[src/rtl/core/fhc_ram.sv]
`default_nettype none
module fhc_ram #(
  parameter int WIDTH = 8,
  parameter int DEPTH = 16,
  localparam int AW = (DEPTH > 1) ? $clog2(DEPTH) : 1
) (
  input  wire logic             clk,
  input  wire logic             we,
  input  wire logic [AW-1:0]    waddr,
  input  wire logic [WIDTH-1:0] wdata,
  input  wire logic [AW-1:0]    raddr,
  output logic      [WIDTH-1:0] rdata
);

  logic [WIDTH-1:0] mem [DEPTH];

  always_ff @(posedge clk) begin
    if (we) begin
      mem[waddr] <= wdata;
    end
    rdata <= mem[raddr];
  end

endmodule
`default_nettype wire

[config.mk]
export PLATFORM = sky130hd
export DESIGN_NAME = fhc_ram
export DESIGN_NICKNAME = d
export VERILOG_FILES = /design/src/rtl/core/fhc_ram.sv
export SDC_FILE = /design/constraint.sdc
export NUM_CORES = 1
export LEC_CHECK = 0
export BUFFER_PORTS_ARGS = -buffer_cell sky130_fd_sc_hd__buf_2
export CAP_MARGIN = 20
export CORE_ASPECT_RATIO = 0.75
export CORE_UTILIZATION = 45
export DETAILED_ROUTE_END_ITERATION = 10
export PLACE_DENSITY = 0.58
export SLEW_MARGIN = 20
export SYNTH_ARGS = -nofsm -noshare
export SYNTH_HDL_FRONTEND = slang
export SYNTH_SLANG_ARGS = --single-unit
[constraint.sdc]
create_clock -name clk -period 4 [get_ports clk]
set_clock_uncertainty 0.1 [all_clocks]
set_input_delay 0.8 -clock clk [delete_from_list [all_inputs] [get_ports clk]]
set_output_delay 0.8 -clock clk [all_outputs]
set_load 0.02 [all_outputs]
==> results.toml, run 1 <==
[placement]
post-place-ws_ps = 1202
dp_cells = 389
io_buffers = 25
routabilityCongestion = 0.7006
hpwl_um = 5951

[timing]
max-slew-margin-rel = 0.3339
max_slew.worst_pin.slew_ps = 995.5
setup-violations-final = 0
period_share = 0.5892
finalMaxSlewViolations = 0
setup_ws_ps = 1643
max_freq_mhz = 424.3
finalCriticalPeriod_ps = 2357
tns_ps = 0
rsz0062_at_grt = "false"
hold_viol = 0

[synth]
syn_area_mm2 = 0.005147
syn-mean-instance-area_um2 = 22.48
yosys_warnings = 0
syn-num-nets = 247
synth_cell_type_count = 19
syn_inst = 229
ys_seq_area_frac = 0.7778
synth_seq_cells = 136

[global_routing]
grt_max_degree = 33
track_usage = 0.1840
grt_overflow = 0
grt_pass1_wl_um = 14760
grt_pass1_vias = 2345
antenna_found_initial = 0

[hold_path]
whs_endpoint = "rdata[1]"
min_from = "mem[4][1]"
min_path_type = "register to register"
holdPathStages = 3

[cts]
cts_hold_buf = 0
numCtsBuffers = 17
ctsResizeCount = 0
cts.reportedPaths.clkPinSlew_ps = 50
clock_latency_ps = 410
post_cts_buffers = 0
clk_path_buf_depth = 2
root_buffer = "clkbuf_16"
cts.sinks = 136
tritoncts = "yes"
htree_levels = 4

[drt]
routed-via-count = 2372
drt_iter0_drc = 263
via_per_inst = 5.634
firstDrtPassIters = 7
antenna_left = 0
drc = 4
wl_per_cell_um = 23.39
routed_wl_um = 9846

[finish]
seq_area_mm2 = 0.004004
final_cells = 421
final_common_cell = "edfxtp_1"
multi_input_area_mm2 = 0.001057
drive_gt1_frac = 0.2705
fin_nets = 286
layout_common_cells = "128 x edfxtp_1, 25 x buf_2, 18 x mux4_2"
area_growth_syn_to_layout_pct = 15.75
fillers = 833
n_antenna_cell = 0

[die]
start_util = 0.4669
die_h_um = 94.63
core_area_mm2 = 0.01102
die-area_mm2 = 0.01188
dieWidth_um = 125.5
ioPinCount = 26
rows = 33

[power_and_ir_drop]
ir_drop_v = 0.0002939
p_leak_nw = 1.996
power_density_mw_per_mm2 = 535.6

[run_status]
violations = "DRC"
status = "finished, violations left"

[worst_setup_path]
r2r_cells = 3
arrival_ps = 2530
crit_chain = "buf_2 -> buf_12 -> mux4_1 -> a22oi_1 -> nand2_1"
r2r-start = "mem[1][5]"
r2r_setup_slack_ps = 2510
critPathMaxFanout = 17
cp-end-kind = "register"
required_ps = 4180
startpoint_type = "input port"
slowest_stage = "mux4_1"
crit_family = "buffers and inverters"
critPathKind = "input port to register"
reg2reg_to = "rdata[5]"
cp_num_buf_inv = 2
slowest_delay_ps = 550

[flow_run]
maxCapViolCount = 0
## area by class of cell
type | instances | area share
well taps | 140 | 0.02940
repair buffers | 30 | 0.02940
flip-flops and latches | 136 | 0.6720
clock buffers | 21 | 0.07392
multi-input cells | 83 | 0.1774
clock inverters | 11 | 0.01785
## registers in the layout (all words and copies together), names as in the netlist
signal / cells
mem: 128
rdata: 8
## routing by layer
layer,share of wire,vias up,track usage
met5,0,-,0
met1,0.50,1253,0.2666
met3,0.052,7,0.05439
li1,-,1058,-
met2,0.44,54,0.2694
met4,0.0066,0,0.05793
## how the worst max path moves through the flow
stage,from,to,depth (start not counted)
after floorplan,waddr[2],mem[0][0],2
after global placement,raddr[0],rdata[5],5
after detailed placement,raddr[0],rdata[5],5
after CTS,raddr[0],rdata[5],5
after global routing,raddr[0],rdata[5],5
final,raddr[0],rdata[5],5
## worst reg2reg max path, stage by stage, from the launching register on
cell      delay, ps
edfxtp_1        350
mux4_1          500
a22oi_1         300
nand2_1         120
## synthesized netlist by cell type (all sizes together)
cell,n,share of area
dfxtp,8,0.031
nand2,9,0.0066
buf,7,0.011
and2,1,0.0012
mux4,32,0.15
nand3,1,0.00097
nor2b,1,0.0012
nor3,4,0.0039
edfxtp,128,0.75
or3b,1,0.0017
nand3b,2,0.0029
nand2b,2,0.0024
a22oi,16,0.023
and2b,1,0.0015
clkdlybuf4s25,3,0.0058
nor2,13,0.0095
## through the flow
| step | hold WS [ps] | power, W | util | area, um2 |
|---|---|---|---|---|
| after floorplan | 529.3 | 0.001722 | - | 5147 |
| after global placement | 560.5 | 0.001786 | 0.4909 | 5411 |
| after detailed placement | 565.1 | 0.001787 | 0.4909 | 5411 |
| after CTS | 574.8 | 0.003211 | 0.5405 | 5958 |
| after global routing | 595.0 | 0.003283 | 0.5405 | 5958 |
| final | 569.1 | 0.003191 | 0.5405 | 5958 |
## power by group
part	total, W	switching, W	internal [W]
combinational	0.000153	0.0000938	0.0000594
sequential	0.00160	0.00000863	0.00159
clock	0.00143	0.000529	0.000905
## kinds of logic after synthesis
group / count (synthesis) / share of synthesized area
flops: 136 / 0.7778
simple gates: 35 / 0.03184
mux: 32 / 0.1502
compound gates: 16 / 0.02334
buf+inv: 10 / 0.01677
No activity file was read; power rests on OpenSTA's default activity.
==> run 2: changes to the inputs <==
clock period = 2.4 ns   (was 4 ns; I/O delays follow)
==> run 2 against run 1 <==
Against the previous run:
- the flow still finishes with violations (DRC)
- non-clock buffer count up 15
- combinational power up 71%
- power up 75%
- clock power up 85%
- utilization up 1.7 points
- final cell count up 3.6%
- setup slack worse by 940 ps
- global-route usage up 0.13 points
- cell area up 3.1%
- first-iteration DRC count down 12%
- register-to-register slack worse by 1600 ps
==> results.toml, run 2 (same netlist as run 1, synthesis figures left out) <==
[run_status]
status = "finished, violations left"
violations = "DRC"

[drt]
antenna_left = 0
firstDrtPassIters = 7
drt_iter0_drc = 232
routed_wl_um = 9617
via_per_inst = 5.484
routed-via-count = 2391
drc = 4
wl_per_cell_um = 22.06

[timing]
max_slew.worst_pin.slew_ps = 568.0
setup-violations-final = 0
tns_ps = 0
rsz0062_at_grt = "false"
max-slew-margin-rel = 0.6199
finalCriticalPeriod_ps = 1693
finalMaxSlewViolations = 0
hold_viol = 0
max_freq_mhz = 590.7
period_share = 0.7054

[cts]
clk_path_buf_depth = 2
clock_latency_ps = 410
numCtsBuffers = 17
root_buffer = "clkbuf_16"
post_cts_buffers = 0
ctsResizeCount = 0
cts.sinks = 136
htree_levels = 4
cts_hold_buf = 0
cts.reportedPaths.clkPinSlew_ps = 60
tritoncts = "yes"

[worst_setup_path]
critPathMaxFanout = 32
startpoint_type = "input port"
crit_chain = "buf_2 -> buf_12 -> mux4_1 -> a22oi_1 -> nand2_1"
cp-end-kind = "register"
arrival_ps = 1880
slowest_stage = "mux4_1"
critPathKind = "input port to register"
required_ps = 2590
cp_num_buf_inv = 2
slowest_delay_ps = 640
crit_family = "multiplexers"

[global_routing]
antenna_found_initial = 0
track_usage = 0.1853
grt_overflow = 0
grt_pass1_vias = 2480
grt_max_degree = 33
grt_pass1_wl_um = 15020

[die]
die-area_mm2 = 0.01188
rows = 33
dieWidth_um = 125.5
core_area_mm2 = 0.01102
ioPinCount = 26
die_h_um = 94.63
start_util = 0.4669

[power_and_ir_drop]
p_leak_nw = 2.103
power_density_mw_per_mm2 = 909.2
ir_drop_v = 0.0006191
pwr-share-comb = 0.047
switching_share = 0.1968
internal_power_w = 0.004488
p_switching_w = 0.001100
seqPwrFrac = 0.478
clockPowerShare = 0.475

[hold_path]
min_path_type = "input port to register"

[finish]
drive_gt1_frac = 0.3176
final_util = 0.5575
largest_reg_flops = 128
n_antenna_cell = 0
area_growth_syn_to_layout_pct = 19.40
top_regs = "mem x128, rdata x8"
regMostFlops = "mem"
fin_nets = 301
final_common_cell = "edfxtp_1"
layout_common_cells = "128 x edfxtp_1, 25 x buf_2, 18 x mux4_2, 18 x buf_4, 17 x clkbuf_16"
fillers = 818

[placement]
hpwl_um = 6120
io_buffers = 25
routabilityCongestion = 0.7138

[flow_run]
maxCapViolCount = 0
[run 2: power groups by stage]
stage,registers (W),clock network [W],logic [W]
floorplan,0.00274,0,0.000135
global placement,0.00272,0,0.000263
detailed placement,0.00272,0,0.000265
CTS,0.00267,0.00270,0.000266
global route,0.00268,0.00280,0.000285
finish,0.00267,0.00265,0.000262
[run 2: worst register-to-register path: stages (launching register included)]
cell,delay [ps]
edfxtp_1,360
mux4_1,550
a22oi_1,310
nand2_1,80
[run 2: worst paths after layout]
path             start        end  slack, ps  cells past startpoint
max           raddr[0]   rdata[1]        710                      5
min           wdata[5]  mem[6][5]        350                      1
max reg2reg  mem[5][1]   rdata[1]        870                      3
min reg2reg  mem[8][1]   rdata[1]        570                      3
[run 2: layer usage]
layer / global-route usage / share of wire / wire length (um)
met5: 0 / 0 / 0
met4: 0.09146 / 0.017 / 160
met3: 0.04079 / 0.045 / 431
met2: 0.2745 / 0.45 / 4324
met1: 0.2631 / 0.49 / 4701
[run 2: area by class of cell]
| cell class | instances | area (um2) | area share |
|---|---|---|---|
| clock inverter | 14 | 180.2 | 0.02932 |
| sequential | 136 | 4004 | 0.6515 |
| tap | 140 | 175.2 | 0.02850 |
| timing repair buffer | 45 | 300.3 | 0.04886 |
| multi-input combinational | 83 | 1057 | 0.1720 |
| clock buffer | 18 | 429.2 | 0.06983 |
[run 2: metrics by stage]
step / total power [W] / area [um2] / hold WS, ps / setup slack [ps] / cells
2_1_floorplan: 0.002870 / 5147 / 478.9 / 327.1 / 229
3_3_place_gp: 0.002984 / 5537 / 553.1 / 302.6 / 404
3_5_place_dp: 0.002987 / 5537 / 559.5 / 290.3 / 404
4_1_cts: 0.005639 / 6146 / 343.2 / 734.5 / 436
5_1_grt: 0.005758 / 6146 / 359.2 / 644.6 / 436
6_report: 0.005588 / 6146 / 352.6 / 707.1 / 436
==> run 3: changes to the inputs <==
PLACE_DENSITY = 0.6   (was 0.58)
clock period = 1.4 ns   (was 2.4 ns; I/O delays follow)
==> run 3 against run 2 <==
Against the previous run:
- the flow still finishes with violations (DRC)
- first-iteration DRC count grew 23%
- die area unchanged
- utilization rose by 1.9 points
==> results.toml, run 3 (same netlist as run 1, synthesis figures left out) <==
[hold_path]
whs_endpoint = "mem[1][7]"
min_from = "wdata[7]"
holdPathStages = 1
min_path_type = "input port to register"

[drt]
drc = 6
antenna_left = 0
drt_iter0_drc = 285
via_per_inst = 5.439
wl_per_cell_um = 21.87
routed-via-count = 2442
routed_wl_um = 9820
firstDrtPassIters = 7

[finish]
final_area_mm2 = 0.006355
final_util = 0.5764
largest_reg_flops = 128
regMostFlops = "mem"
fillers = 805
final_common_cell = "edfxtp_1"
area_growth_syn_to_layout_pct = 23.46
drive_gt1_frac = 0.4221
top_regs = "mem x128, rdata x8"
fin_nets = 313
layout_common_cells = "128 x edfxtp_1, 31 x mux4_2, 25 x buf_2"

[cts]
clk_path_buf_depth = 2
tritoncts = "yes"
numCtsBuffers = 17
htree_levels = 4
cts.sinks = 136
cts.reportedPaths.clkPinSlew_ps = 60
post_cts_buffers = 0
root_buffer = "clkbuf_16"
clock_latency_ps = 400

[power_and_ir_drop]
switching_share = 0.1971
ir_drop_v = 0.001155
p_switching_w = 0.001900
pwr-share-comb = 0.054
internal_power_w = 0.007742
power_density_mw_per_mm2 = 1517
seqPwrFrac = 0.475
p_leak_nw = 2.137
clockPowerShare = 0.471
power_w = 0.009642

[run_status]
status = "finished, violations left"
violations = "DRC"

[worst_setup_path]
startpoint_type = "register"
r2r_cells = 3
critPathKind = "register to register"
reg2reg_to = "rdata[7]"
cp-end-kind = "register"
critPathMaxFanout = 1
slowest_stage = "mux4_2"
slowest_delay_ps = 500
r2r-start = "mem[3][7]"
arrival_ps = 1530
r2r_setup_slack_ps = 50
required_ps = 1580
crit_chain = "mux4_2 -> a22oi_2 -> nand2_1"
startpoint = "mem[3][7]"

[die]
die-area_mm2 = 0.01188
ioPinCount = 26
dieWidth_um = 125.5
core_area_mm2 = 0.01102
start_util = 0.4669
die_h_um = 94.63
rows = 33

[global_routing]
track_usage = 0.1861
grt_pass1_wl_um = 15100
grt_max_degree = 17
grt_pass1_vias = 2572
antenna_found_initial = 0
grt_overflow = 0

[timing]
setup-violations-final = 0
finalMaxSlewViolations = 0
max_freq_mhz = 740.6
finalCriticalPeriod_ps = 1350
max-slew-margin-rel = 0.4196
setup_ws_ps = 49.68
tns_ps = 0
hold_viol = 0
period_share = 0.9645
max_slew.worst_pin.slew_ps = 867.3

[placement]
dpl_cell_area_mm2 = 0.005717
post-place-ws_ps = -384.5
hpwl_um = 6440
io_buffers = 25
routabilityCongestion = 0.7006

[flow_run]
maxCapViolCount = 0
-- run 3: cell count changes in the layout (fill, tap and decap cells not counted), moves of 4 or more --
cell and change:
a22oi_2 +5, mux4_1 -13, a22oi_1 -5, buf_12 +7, mux4_2 +13, buf_4 +5
nor3_1 -4
-- run 3: layer usage --
metal / vias up / GRT usage / part of all wire
li1: 1096 / - / -
met1: 1281 / 0.2627 / 0.49
met2: 59 / 0.2778 / 0.45
met3: 6 / 0.04589 / 0.044
met4: 0 / 0.08232 / 0.0093
met5: - / 0 / 0
-- run 3: worst max-delay path, delay by kind of cell, from the launching register on --
family | cells | cell delay, ps
AOI/OAI and AO/OA | 1 | 200
DFF | 1 | 370
and+or+nand+nor | 1 | 70
muxes | 1 | 500
-- run 3: power groups by stage --
stage               Clock, W  Sequential, W  Combinational (W)
global route         0.00479        0.00459           0.000558
CTS                  0.00461        0.00458           0.000521
finish               0.00454        0.00458           0.000516
floorplan                  0        0.00469           0.000259
detailed placement         0        0.00467           0.000516
global placement           0        0.00467           0.000507
-- run 3: per-stage QoR --
step	std cells	hold slack (ps)
2_1_floorplan	229	278.9
3_3_place_gp	416	556.2
3_5_place_dp	416	564.7
4_1_cts	448	145.7
5_1_grt	448	151.6
6_report	449	157.0
-- run 3: what timing repair did --
action / in CTS / in global routing
setup endpoints to repair: 2 / 3
resized for setup: 2 / 3
hold buffers: 0 / 0
-- run 3: how the worst max path moves through the flow --
stage | slack [ps] | endpoint
after floorplan | -110 | mem[0][0]
after global placement | -370 | rdata[7]
after detailed placement | -380 | rdata[7]
after CTS | 30 | rdata[4]
after global routing | -20 | rdata[7]
final | 50 | rdata[7]
-- run 3: final cells by class --
class,count,area [um2],share of cell area
antenna,1,2.502,0.0003938
clock buffer,18,429.2,0.06753
clock inverter,14,181.4,0.02855
multi-input combinational,83,1085,0.1707
sequential,136,4004,0.6300
tap,140,175.2,0.02756
timing repair buffer,57,478.0,0.07521
