==> config.mk <==
export PLATFORM = sky130hd
export DESIGN_NAME = fhc_hash
export DESIGN_NICKNAME = d
export VERILOG_FILES = /design/src/rtl/core/fhc_pkg.sv /design/src/rtl/core/fhc_hash.sv
export SDC_FILE = /design/constraint.sdc
export NUM_CORES = 1
export LEC_CHECK = 0
export BUFFER_PORTS_ARGS = -buffer_cell sky130_fd_sc_hd__buf_2
export CAP_MARGIN = 20
export CORE_AREA = 2 2 191 193
export DETAILED_ROUTE_END_ITERATION = 10
export DIE_AREA = 0 0 193 195
export PLACE_DENSITY_LB_ADDON = 0.25
export RECOVER_POWER = 50
export SLEW_MARGIN = 20
export SYNTH_ARGS = -nofsm -noshare
export SYNTH_HDL_FRONTEND = slang
export SYNTH_SLANG_ARGS = --single-unit
==> constraint.sdc <==
create_clock -name clk -period 12.9 [get_ports clk]
set_input_delay 0.645 -clock clk [delete_from_list [all_inputs] [get_ports clk]]
set_output_delay 0.645 -clock clk [all_outputs]
set_load 0.01 [all_outputs]
==> src/rtl/core/fhc_pkg.sv <==
`default_nettype none
package fhc_pkg;

  localparam int KEY_W = 32;
  localparam int SLOT_W = 8;
  localparam int HASH_W = 32;
  localparam logic [63:0] HASH_MUL = 64'h2545_F491_4F6C_DD1D;
  localparam logic [1:0] HASH_LAST_CHUNK = 2'd3;

  localparam logic CMD_ACCESS = 1'b0;
  localparam logic CMD_CLEAR = 1'b1;

  typedef struct packed {
    logic command;
    logic [KEY_W-1:0] key;
  } req_t;

  typedef struct packed {
    logic hit;
    logic [SLOT_W-1:0] slot;
  } rsp_t;

  function automatic logic [HASH_W-1:0] xorshift32(input logic [HASH_W-1:0] x);
    logic [HASH_W-1:0] h;
    h = x;
    h = h ^ (h << 13);
    h = h ^ (h >> 17);
    h = h ^ (h << 5);
    return h;
  endfunction

endpackage
`default_nettype wire

==> src/rtl/core/fhc_hash.sv <==
`default_nettype none
module fhc_hash
  import fhc_pkg::*;
#(
  parameter int NUM_BUCKETS = 512,
  localparam int BW = $clog2(NUM_BUCKETS)
) (
  input  wire logic              clk,
  input  wire logic              rst,
  input  wire logic              load,
  input  wire logic [KEY_W-1:0]  key,
  output logic                   done,
  output logic      [BW-1:0]     bucket
);

  localparam logic [31:0] BMASK = 32'(NUM_BUCKETS - 1);

  logic [HASH_W-1:0] h;
  logic [63:0] acc;
  logic [1:0] cnt;
  logic run;
  logic [15:0] chunk;
  logic [47:0] pp;
  logic [5:0] sh;

  // one 32x16 partial product per cycle
  assign sh = {cnt, 4'b0000};
  assign chunk = 16'(HASH_MUL >> sh);
  assign pp = 48'(h) * 48'(chunk);
  assign bucket = BW'(acc[63:32] & BMASK);

  always_ff @(posedge clk) begin
    if (rst) begin
      run <= 1'b0;
      done <= 1'b0;
      cnt <= '0;
    end else begin
      done <= 1'b0;
      if (load) begin
        run <= 1'b1;
        cnt <= '0;
      end else if (run) begin
        cnt <= cnt + 2'd1;
        if (cnt == HASH_LAST_CHUNK) begin
          run <= 1'b0;
          done <= 1'b1;
        end
      end
    end
  end

  always_ff @(posedge clk) begin
    if (load) begin
      h <= xorshift32(key[HASH_W-1:0]);
      acc <= '0;
    end else if (run) begin
      acc <= acc + (64'(pp) << sh);
    end
  end

endmodule
`default_nettype wire

==> results.md, run 1 <==
| Metric | This run | Unit |
|---|---|---|
| Run status | finished, violations left | - |
| Violations in the final reports | capacitance limit, slew limit | - |
| Number of hold-slack violations in the final timing report | 0 | - |
| Number of buffers on the longest clock path | 2 | - |
| GR Layer Usage met3 | 5.90 | % |
| Synthesized area per cell | 8.99 | sq um |
| Core area | 0.0354 | sq mm |
| Clock Latency Late Sink | 370 | ps |
| Total Die Area | 0.0376 | sq mm |
| Post-DR vias/cell | 5.47 | - |
| Unrepaired setup endpoints after global routing | false | - |
| Top cell type's share of synthesized area | 37.9 | % |
| Number of nets in the finished design | 2715 | - |
| Most used flip-flop cell after synthesis | sky130_fd_sc_hd__dfxtp_1 | - |
| Count of port buffers added during placement | 44 | - |
| Clock tree root buffer cell | sky130_fd_sc_hd__clkbuf_16 | - |
| Number of buffers inserted by post-CTS setup repair | 0 | - |
| Antenna Nets Post-Route | 0 | - |
| Highest-delay cell along the critical path | sky130_fd_sc_hd__dfxtp_2 | - |
| Cell accounting for the most synthesized area | sky130_fd_sc_hd__fa_1 | - |
| First-pass detailed-route iteration total | 5 | - |
| Sink count of the clock tree | 77 | - |
| Flip-flop and latch count after synthesis | 77 | - |
| Ranking of synthesized cells by area | sky130_fd_sc_hd__fa_1 38%, sky130_fd_sc_hd__ha_1 10%, sky130_fd_sc_hd__inv_1 10%, sky130_fd_sc_hd__edfxtp_1 5.0%, sky130_fd_sc_hd__xnor2_1 4.8% | - |
| EDFF count, synth | 32 | - |
| Crit-path most repeated cell | sky130_fd_sc_hd__fa_1 | - |
| Fraction of registers with async set/reset | 0 | % |
| Element type at the critical path start | register | - |
| First-pass GRT wire length | 85200 | um |
| Clock-pin slew reported for the worst setup and hold paths after clock tree synthesis | 70 | ps |
| TritonCTS clock tree | yes | - |
| Distinct cell type count after synthesis | 66 | - |
| Total setup violations reported at the end of the flow | 0 | - |
| Total Neg Setup Slack | 0 | ps |
| Initial antenna violation count | 0 | - |
| Area of the mapped netlist | 0.0194 | sq mm |
| Total Routing Usage GR | 30.3 | % |
| Data arrival at the endpoint of the critical path | 11560 | ps |
| Time the final worst path needs with I/O delays and setup | 11460 | ps |
| Post-CTS resize count | 0 | - |
| Commonest cells after routing, fill and taps aside | 525 x sky130_fd_sc_hd__inv_1, 367 x sky130_fd_sc_hd__fa_1, 160 x sky130_fd_sc_hd__ha_1, 151 x sky130_fd_sc_hd__nand2_1, 139 x sky130_fd_sc_hd__nor2_1 | - |
| Highest net fanout along the worst path | 44 | - |
| Leading cell type in the layout, fill and taps excluded | sky130_fd_sc_hd__inv_1 | - |
| Layout cell share with drive strength beyond 1 | 2.97 | % |
| Crit-path max cell delay | 970 | ps |
| Post-Synthesis Cells | 2157 | - |
| Met1 GRT Util | 40.1 | % |
| Count of max-cap constraint violations | 1 | - |
| DRC violation total after the first TritonRoute iteration | 1034 | - |
| Worst-case headroom to the max-slew limit | -134 | % |
| Worst Path Required | 13000 | ps |
| Via count of the first global-routing pass | 15100 | - |
| Type of element capturing the critical path | register | - |
| Synthesis-to-layout area growth | 4.35 | % |
| Post-CTS Hold Buffers | 0 | - |
| Pins over their slew limit | 67 | - |
| Worst setup path category | register to register | - |
| Die Span X | 193 | um |
| Overall via count from detail_route | 14300 | - |
| Detail Placement HPWL | 45100 | um |
| Seq/Total Area, Yosys | 9.60 | % |
| Initial core utilization | 54.8 | % |
| Num ports | 45 | - |
| Drc violations | 0 | - |
| Routability congestion estimate from global placement | 0.948 | - |
| Total global routing overflow | 0 | - |
| Clock H-tree levels | 3 | - |
| Count of yosys warnings during synthesis | 0 | - |
| Worst-case clock skew | 12.9 | ps |
| Global-route track usage on met2 | 48.7 | % |
| Busiest metal layer after global routing | met2 | - |
| Hold WC Path Type | register to register | - |
| Number of CTS-inserted buffers | 9 | - |
| Period Utilization, post-route | 88.8 | % |
| Maximum number of pins on one net before global-route repair | 67 | - |
| Post-detailed-route wirelength per cell | 20.5 | um |
| Post-detailed-routing wire length | 53700 | um |
| Vert. Die Dim | 195 | um |
| Maximum operating frequency | 87.3 | MHz |
| Syn nets | 2721 | - |
| Cell row count | 69 | - |
| Transition time at the pin with the least slew margin | 3510 | ps |
## sequential cells by signal, indices dropped and copies added, names as in the netlist
name / cells
h: 32
run: 1
done: 1
cnt: 2
acc: 41
## worst max-delay path, delay by kind of cell (launching register included)
kind	cells	cell delay, ps
flip-flops	1	970
XOR/XNOR	1	220
AND/OR/NAND/NOR	7	2140
AO/OA/AOI/OAI	13	2680
adder cells (fa/ha/maj)	9	4220
buffers and inverters	4	910
## cell usage after synthesis, drive strengths merged, types with 2 or more instances
master	count
o21bai	11
fa	367
a21o	31
ha	162
o221ai	2
a21boi	3
a21oi	80
nor4	3
mux2	2
nand4	8
and3	5
a41oi	2
inv	526
o211ai	7
o31ai	6
clkbuf	48
o41ai	2
nor2	139
a211o	4
a211oi	16
a31o	3
and2	61
nand3	18
dfxtp	45
a221oi	3
or3	4
nand2	151
nor2b	53
edfxtp	32
buf	21
a31oi	2
or4	2
a2111oi	4
o22ai	9
o21a	12
nor3	10
mux2i	44
xnor2	106
o21ai	37
nand2b	62
xor2	41
## layout make-up
class                           instances  area (sq um)
Fill cell                            3233         15200
Clock buffer                           12           268
Multi-Input combinational cell       1484         15300
Inverter                              527          1980
Clock inverter                          4          35.0
Antenna cell                            1          2.50
Sequential cell                        77          1870
Tap cell                              461           577
Timing Repair Buffer                   52           248
## through the flow
| stage | instances | instance area (sq um) | setup WS, ps | hold WS [ps] | util, % |
|---|---|---|---|---|---|
| global route | 2617 | 20200 | 848 | 520 | 57.2 |
| floorplan | 2157 | 19400 | 3540 | 465 | - |
| finish | 2618 | 20200 | 1440 | 499 | 57.2 |
| CTS | 2617 | 20300 | 1750 | 501 | 57.3 |
| detailed placement | 2601 | 20000 | 1810 | 490 | 56.4 |
| global placement | 2601 | 20000 | 2030 | 480 | 56.4 |
## path summary, 6_finish.rpt
check	start	to	slack [ps]	depth (start not counted)
setup reg to reg	cnt[1]$_SDFFE_PP0P_	acc[40]$_SDFFE_PP0P_	1440	34
hold / removal	acc[26]$_SDFFE_PP0P_	acc[26]$_SDFFE_PP0P_	500	2
hold reg to reg	acc[26]$_SDFFE_PP0P_	acc[26]$_SDFFE_PP0P_	500	2
setup / recovery	cnt[1]$_SDFFE_PP0P_	acc[40]$_SDFFE_PP0P_	1440	34
## metal layers
layer | vias to the layer above | part of all wire, %
met1 | 7169 | 41
met4 | 0 | 4.4
met3 | 110 | 6.6
met5 | - | 0
met2 | 495 | 48
li1 | 6558 | -
## cell families (layout without fill, tap and decap cells)
group	after synthesis	in the layout	synth area share (%)
AOI/OAI and AO/OA	241	241	8.37
xor gates and xnor gates	147	147	6.64
adders and majority gates	529	529	48.3
buffers and inverters	596	595	11.7
DFF	77	77	9.60
muxes	46	46	2.39
other	0	1	0
and+or+nand+nor	521	521	13.0
Power of run 1 is left out: the tool's default activity adds up to more than one toggle a clock period on the data nets, which glitch-free logic cannot reach.
==> inputs of run 2 (changes only) <==
==> constraint.sdc (replaced) <==
create_clock -name clk -period 14.8 [get_ports clk]
set_input_delay 0.74 -clock clk [delete_from_list [all_inputs] [get_ports clk]]
set_output_delay 0.74 -clock clk [all_outputs]
set_load 0.01 [all_outputs]
==> run 2 against run 1 <==
  * The run still ends with capacitance limit, slew limit left
  * Via count grew 0.17%
  * Worst hold slack lost 4.8 ps
  * Clock skew shrank 2.6 ps
  * Non-clock buffer count is the same
  * Highest routed layer unchanged
==> results.md, run 2 (synthesis results as in run 1) <==
| Metric | This run | Unit | Change |
|---|---|---|---|
| Cell row count | 69 | - | unchanged |
| Ant diodes | 0 | - | -1 |
| Total global routing overflow | 0 | - | unchanged |
| Vert. Die Dim | 195 | um | unchanged |
| Overall via count from detail_route | 14400 | - | +0.17% |
| Number of CTS-inserted buffers | 9 | - | unchanged |
| Worst-case clock skew | 10.3 | ps | -2.61 ps |
| Drc violations | 0 | - | unchanged |
| Post-CTS resize count | 0 | - | unchanged |
| First-pass detailed-route iteration total | 7 | - | +2 |
| Post-DR vias/cell | 5.49 | - | +0.21% |
| Number of buffers inserted by post-CTS setup repair | 0 | - | unchanged |
| Period Utilization, post-route | 77.6 | % | -11 points |
| Register with the most flip-flops | acc | - |  |
| Number of buffers on the longest clock path | 2 | - | unchanged |
| Total Neg Setup Slack | 0 | ps | unchanged |
| Data arrival at the endpoint of the critical path | 11570 | ps | about the same |
| Count of port buffers added during placement | 44 | - | unchanged |
| Detail Placement HPWL | 44600 | um | -0.96% |
| Initial core utilization | 54.8 | % | unchanged |
| Layout cell share with drive strength beyond 1 | 3.01 | % | +0.046 points |
| Die Span X | 193 | um | unchanged |
| Type of element capturing the critical path | register | - |  |
| Hold WC Path Type | register to register | - |  |
| Worst setup path category | register to register | - |  |
| Core area | 0.0354 | sq mm | unchanged |
| Worst-case headroom to the max-slew limit | -150 | % | -16 points |
| Total Routing Usage GR | 29.9 | % | -0.39 points |
| Cell class contributing the biggest share of worst-path delay | adder cells | - |  |
| Num ports | 45 | - | unchanged |
| Post-CTS Hold Buffers | 0 | - | unchanged |
| Routability congestion estimate from global placement | 0.955 | - | +0.72% |
| Crit-path max cell delay | 780 | ps | -190 ps |
| Maximum number of pins on one net before global-route repair | 68 | - | +1.5% |
| Unrepaired setup endpoints after global routing | false | - |  |
| First-pass GRT wire length | 84600 | um | -0.69% |
| Crit-path most repeated cell | sky130_fd_sc_hd__fa_1 | - |  |
| Clock-pin slew reported for the worst setup and hold paths after clock tree synthesis | 70 | ps | about the same |
| Number of nets in the finished design | 2715 | - | unchanged |
| Pins over their slew limit | 68 | - | +1.5% |
| Highest-delay cell along the critical path | sky130_fd_sc_hd__clkinv_1 | - |  |
| Synthesis-to-layout area growth | 4.28 | % | about the same |
| DRC violation total after the first TritonRoute iteration | 1086 | - | +5.0% |
| Highest net fanout along the worst path | 46 | - | +4.5% |
| Commonest cells after routing, fill and taps aside | 525 x sky130_fd_sc_hd__inv_1, 367 x sky130_fd_sc_hd__fa_1, 160 x sky130_fd_sc_hd__ha_1, 151 x sky130_fd_sc_hd__nand2_1, 139 x sky130_fd_sc_hd__nor2_1 | - |  |
| Maximum operating frequency | 87.0 | MHz | -0.26% |
| Transition time at the pin with the least slew margin | 3750 | ps | +234 ps |
| Leading cell type in the layout, fill and taps excluded | sky130_fd_sc_hd__inv_1 | - |  |
| Clock Latency Late Sink | 370 | ps | about the same |
| Post-detailed-route wirelength per cell | 20.3 | um | -1.2% |
| Initial antenna violation count | 0 | - | unchanged |
| Element type at the critical path start | register | - |  |
| Via count of the first global-routing pass | 15100 | - | -0.013% |
| Violations in the final reports | capacitance limit, slew limit | - |  |
| Total setup violations reported at the end of the flow | 0 | - | unchanged |
| Buffers plus inverters on the worst setup path | 6 | - | +2 |
| Total Die Area | 0.0376 | sq mm | unchanged |
| Time the final worst path needs with I/O delays and setup | 11490 | ps | +29.7 ps |
| Run status | finished, violations left | - |  |
| Sink count of the clock tree | 77 | - | unchanged |
| Number of hold-slack violations in the final timing report | 0 | - | unchanged |
| Clock tree root buffer cell | sky130_fd_sc_hd__clkbuf_16 | - |  |
| Worst Path Required | 14880 | ps | +1880 ps |
| Post-detailed-routing wire length | 53100 | um | -1.3% |
| Flip-flop count of the largest register after layout | 41 | - | unchanged |
| Count of max-cap constraint violations | 1 | - | unchanged |
| Largest registers in the final layout | acc: 41 flops, h: 32 flops, cnt: 2 flops | - |  |
| Clock H-tree levels | 3 | - | unchanged |
| TritonCTS clock tree | yes | - |  |
| Antenna Nets Post-Route | 0 | - | unchanged |
-- run 2: layout make-up --
class	instances	area [sq um]
Clock buffer	9	225
Clock inverter	7	67.6
Fill cell	3245	15200
Inverter	527	1980
Multi-Input combinational cell	1484	15300
Sequential cell	77	1870
Tap cell	461	577
Timing Repair Buffer	52	248
-- run 2: worst paths after layout --
| kind | start | endpoint | slack, ps | cells after the start |
|---|---|---|---|---|
| min | acc[8]$_SDFFE_PP0P_ | acc[8]$_SDFFE_PP0P_ | 490 | 2 |
| max | cnt[1]$_SDFFE_PP0P_ | acc[40]$_SDFFE_PP0P_ | 3310 | 37 |
| max reg2reg | cnt[1]$_SDFFE_PP0P_ | acc[40]$_SDFFE_PP0P_ | 3310 | 37 |
| min reg2reg | acc[8]$_SDFFE_PP0P_ | acc[8]$_SDFFE_PP0P_ | 490 | 2 |
-- run 2: worst register-to-register path, delay by kind of cell (launching register included) --
kind | cells | cell delay [ps]
adders and majority gates | 9 | 4370
AOI/OAI and AO/OA | 12 | 2310
and+or+nand+nor | 7 | 2050
buffers and inverters | 6 | 1480
xor gates and xnor gates | 2 | 450
DFF | 1 | 310
muxes | 1 | 200
-- run 2: metal layers --
layer | part of all wire (%) | up-vias | track usage [%]
met1 | 41 | 7151 | 40.8
met3 | 6.8 | 106 | 4.98
li1 | - | 6564 | -
met4 | 4.3 | 0 | 12.3
met5 | 0 | - | 0
met2 | 47 | 535 | 47.4
-- run 2: through the flow --
stage / area [sq um] / hold WS [ps] / setup WS (ps) / std cells / utilization (%)
after floorplan: 19400 / 465 / 5440 / 2157 / -
final: 20200 / 495 / 3310 / 2617 / 57.1
after detailed placement: 20000 / 489 / 3620 / 2601 / 56.4
after global placement: 20000 / 480 / 3870 / 2601 / 56.4
after CTS: 20300 / 499 / 3580 / 2617 / 57.2
after global routing: 20200 / 534 / 2630 / 2617 / 57.1
Power of run 2 is left out for the same reason.
==> inputs of run 3 (changes only) <==
==> constraint.sdc (replaced) <==
create_clock -name clk -period 10.88 [get_ports clk]
set_input_delay 0.544 -clock clk [delete_from_list [all_inputs] [get_ports clk]]
set_output_delay 0.544 -clock clk [all_outputs]
set_load 0.01 [all_outputs]
==> run 3 against run 2 <==
  * Die area is the same
  * Sequential share of layout area is essentially flat
  * Flip-flop and latch count is the same
  * The run now ends clean
  * Highest routed layer unchanged
  * Core utilization grew 0.13 points
  * Worst hold slack lost 51 ps
  * Critical endpoint unchanged
  * Via count is essentially flat
  * Non-clock buffer count grew 6
  * Register-to-register slack lost 2700 ps
  * Worst setup slack lost 2700 ps
==> results.md, run 3 (synthesis results as in run 1) <==
| Metric | This run | Unit | Change |
|---|---|---|---|
| Run status | complete, no violations | - |  |
| Overall via count from detail_route | 14400 | - | +0.049% |
| Die Span X | 193 | um | unchanged |
| Via count of the first global-routing pass | 15000 | - | -0.83% |
| Total Routing Usage GR | 29.4 | % | -0.46 points |
| Element type at the critical path start | register | - |  |
| Flip-flop count of the largest register after layout | 41 | - | unchanged |
| Count of max-cap constraint violations | 0 | - | -1 |
| Number of CTS-inserted buffers | 9 | - | unchanged |
| Hold WC Path Type | primary input to register | - |  |
| Post-CTS Hold Buffers | 0 | - | unchanged |
| Leading cell type in the layout, fill and taps excluded | sky130_fd_sc_hd__inv_1 | - |  |
| Data arrival at the endpoint of the critical path | 10540 | ps | -1030 ps |
| Sink count of the clock tree | 77 | - | unchanged |
| Total Die Area | 0.0376 | sq mm | unchanged |
| Vert. Die Dim | 195 | um | unchanged |
| Worst-case clock skew | 10.2 | ps | -0.0997 ps |
| DRC violation total after the first TritonRoute iteration | 1147 | - | +5.6% |
| Total global routing overflow | 0 | - | unchanged |
| Crit-path most repeated cell | sky130_fd_sc_hd__fa_1 | - |  |
| Transition time at the pin with the least slew margin | 1120 | ps | -2630 ps |
| Worst hold start | rst | - |  |
| TritonCTS clock tree | yes | - |  |
| Uppermost layer routed | met4 | - |  |
| Count of port buffers added during placement | 44 | - | unchanged |
| Time the final worst path needs with I/O delays and setup | 10310 | ps | -1180 ps |
| Initial core utilization | 54.8 | % | unchanged |
| Ant diodes | 0 | - | unchanged |
| Clock tree root buffer cell | sky130_fd_sc_hd__clkbuf_16 | - |  |
| Unrepaired setup endpoints after global routing | false | - |  |
| Met1 Wirelength | 22200 | um | +1.2% |
| Total Neg Setup Slack | 0 | ps | unchanged |
| Post-detailed-routing wire length | 51900 | um | -2.3% |
| Clock H-tree levels | 3 | - | unchanged |
| Clock-pin slew reported for the worst setup and hold paths after clock tree synthesis | 80 | ps | about the same |
| Maximum number of pins on one net before global-route repair | 74 | - | +8.8% |
| Cell row count | 69 | - | unchanged |
| Num ports | 45 | - | unchanged |
| Worst setup path category | register to register | - |  |
| Number of nets in the finished design | 2721 | - | +0.22% |
| Post-DR vias/cell | 5.48 | - | -0.18% |
| Clock Latency Late Sink | 370 | ps | about the same |
| Routability congestion estimate from global placement | 0.981 | - | +2.7% |
| Synthesis-to-layout area growth | 4.53 | % |  |
| Number of hold-slack violations in the final timing report | 0 | - | unchanged |
| Commonest cells after routing, fill and taps aside | 525 x sky130_fd_sc_hd__inv_1, 367 x sky130_fd_sc_hd__fa_1, 161 x sky130_fd_sc_hd__ha_1, 151 x sky130_fd_sc_hd__nand2_1, 139 x sky130_fd_sc_hd__nor2_1 | - |  |
| Largest registers in the final layout | acc: 41 flops, h: 32 flops, cnt: 2 flops | - |  |
| Reg-to-reg startpoint | cnt[0]$_SDFFE_PP0P_ | - |  |
| Met2 WL post-DR | 24400 | um | -3.1% |
| Period Utilization, post-route | 94.8 | % | +17 points |
| Crit-path max cell delay | 800 | ps | +20 ps |
| Worst-case headroom to the max-slew limit | 25.4 | % | +180 points |
| Highest net fanout along the worst path | 49 | - | +6.5% |
| Post-detailed-route wirelength per cell | 19.8 | um | -2.5% |
| Crit path from | cnt[0]$_SDFFE_PP0P_ | - |  |
| First-pass detailed-route iteration total | 6 | - | -1 |
| Type of element capturing the critical path | register | - |  |
| Post-CTS resize count | 0 | - | unchanged |
| First-pass GRT wire length | 83300 | um | -1.5% |
| Maximum operating frequency | 97.0 | MHz | +11% |
| Core area | 0.0354 | sq mm | unchanged |
| Detail Placement HPWL | 44200 | um | -1.0% |
| Antenna Nets Post-Route | 0 | - | unchanged |
| Number of buffers on the longest clock path | 2 | - | unchanged |
| Highest-delay cell along the critical path | sky130_fd_sc_hd__ha_1 | - |  |
| Pins over their slew limit | 0 | - | -100% |
| Total setup violations reported at the end of the flow | 0 | - | unchanged |
| Initial antenna violation count | 0 | - | unchanged |
| Number of buffers inserted by post-CTS setup repair | 0 | - | unchanged |
| Worst Path Required | 11110 | ps | -3770 ps |
| Drc violations | 0 | - | unchanged |
| Layout cell share with drive strength beyond 1 | 3.33 | % | +0.32 points |
| Register with the most flip-flops | acc | - |  |
| Wire length on met3 | 3090 | um | -14% |
==> run 3: worst max-delay path: cells and delay by family, from the launching register on <==
kind / cells / cell delay (ps)
buf+inv: 5 / 1140
simple gates: 7 / 1640
flops: 1 / 350
xor+xnor: 1 / 240
fa+ha+maj: 9 / 4530
compound gates: 11 / 2230
==> run 3: path summary, 6_finish.rpt <==
kind                                        endpoint  slack (ps)  depth (start not counted)
worst min register to register   acc[8]$_SDFFE_PP0P_         490                          2
worst min-delay path                  run$_SDFF_PP0_         440                          2
worst max register to register  acc[40]$_SDFFE_PP0P_         570                         33
worst max-delay path            acc[40]$_SDFFE_PP0P_         570                         33
==> run 3: cell type report <==
cell class	count	area [sq um]
Sequential cell	77	1870
Clock inverter	7	67.6
Fill cell	3241	15100
Timing Repair Buffer	58	298
Clock buffer	9	225
Inverter	527	1980
Tap cell	461	577
Multi-Input combinational cell	1484	15300
==> run 3: routing by layer <==
| layer | vias up | track usage (%) |
|---|---|---|
| met5 | - | 0 |
| met4 | 0 | 11.3 |
| met3 | 104 | 3.81 |
| met2 | 472 | 47.1 |
| met1 | 7211 | 40.9 |
| li1 | 6576 | - |
==> run 3: per-stage QoR <==
step / setup slack, ps / cell area (sq um) / hold slack, ps / instances / util (%)
detailed placement: 788 / 20000 / 483 / 2607 / 56.5
floorplan: 1520 / 19400 / 465 / 2157 / -
CTS: 722 / 20300 / 434 / 2623 / 57.4
finish: 571 / 20300 / 444 / 2623 / 57.3
global route: 112 / 20300 / 443 / 2623 / 57.3
global placement: 884 / 20000 / 477 / 2607 / 56.5
Power of run 3 is left out for the same reason.
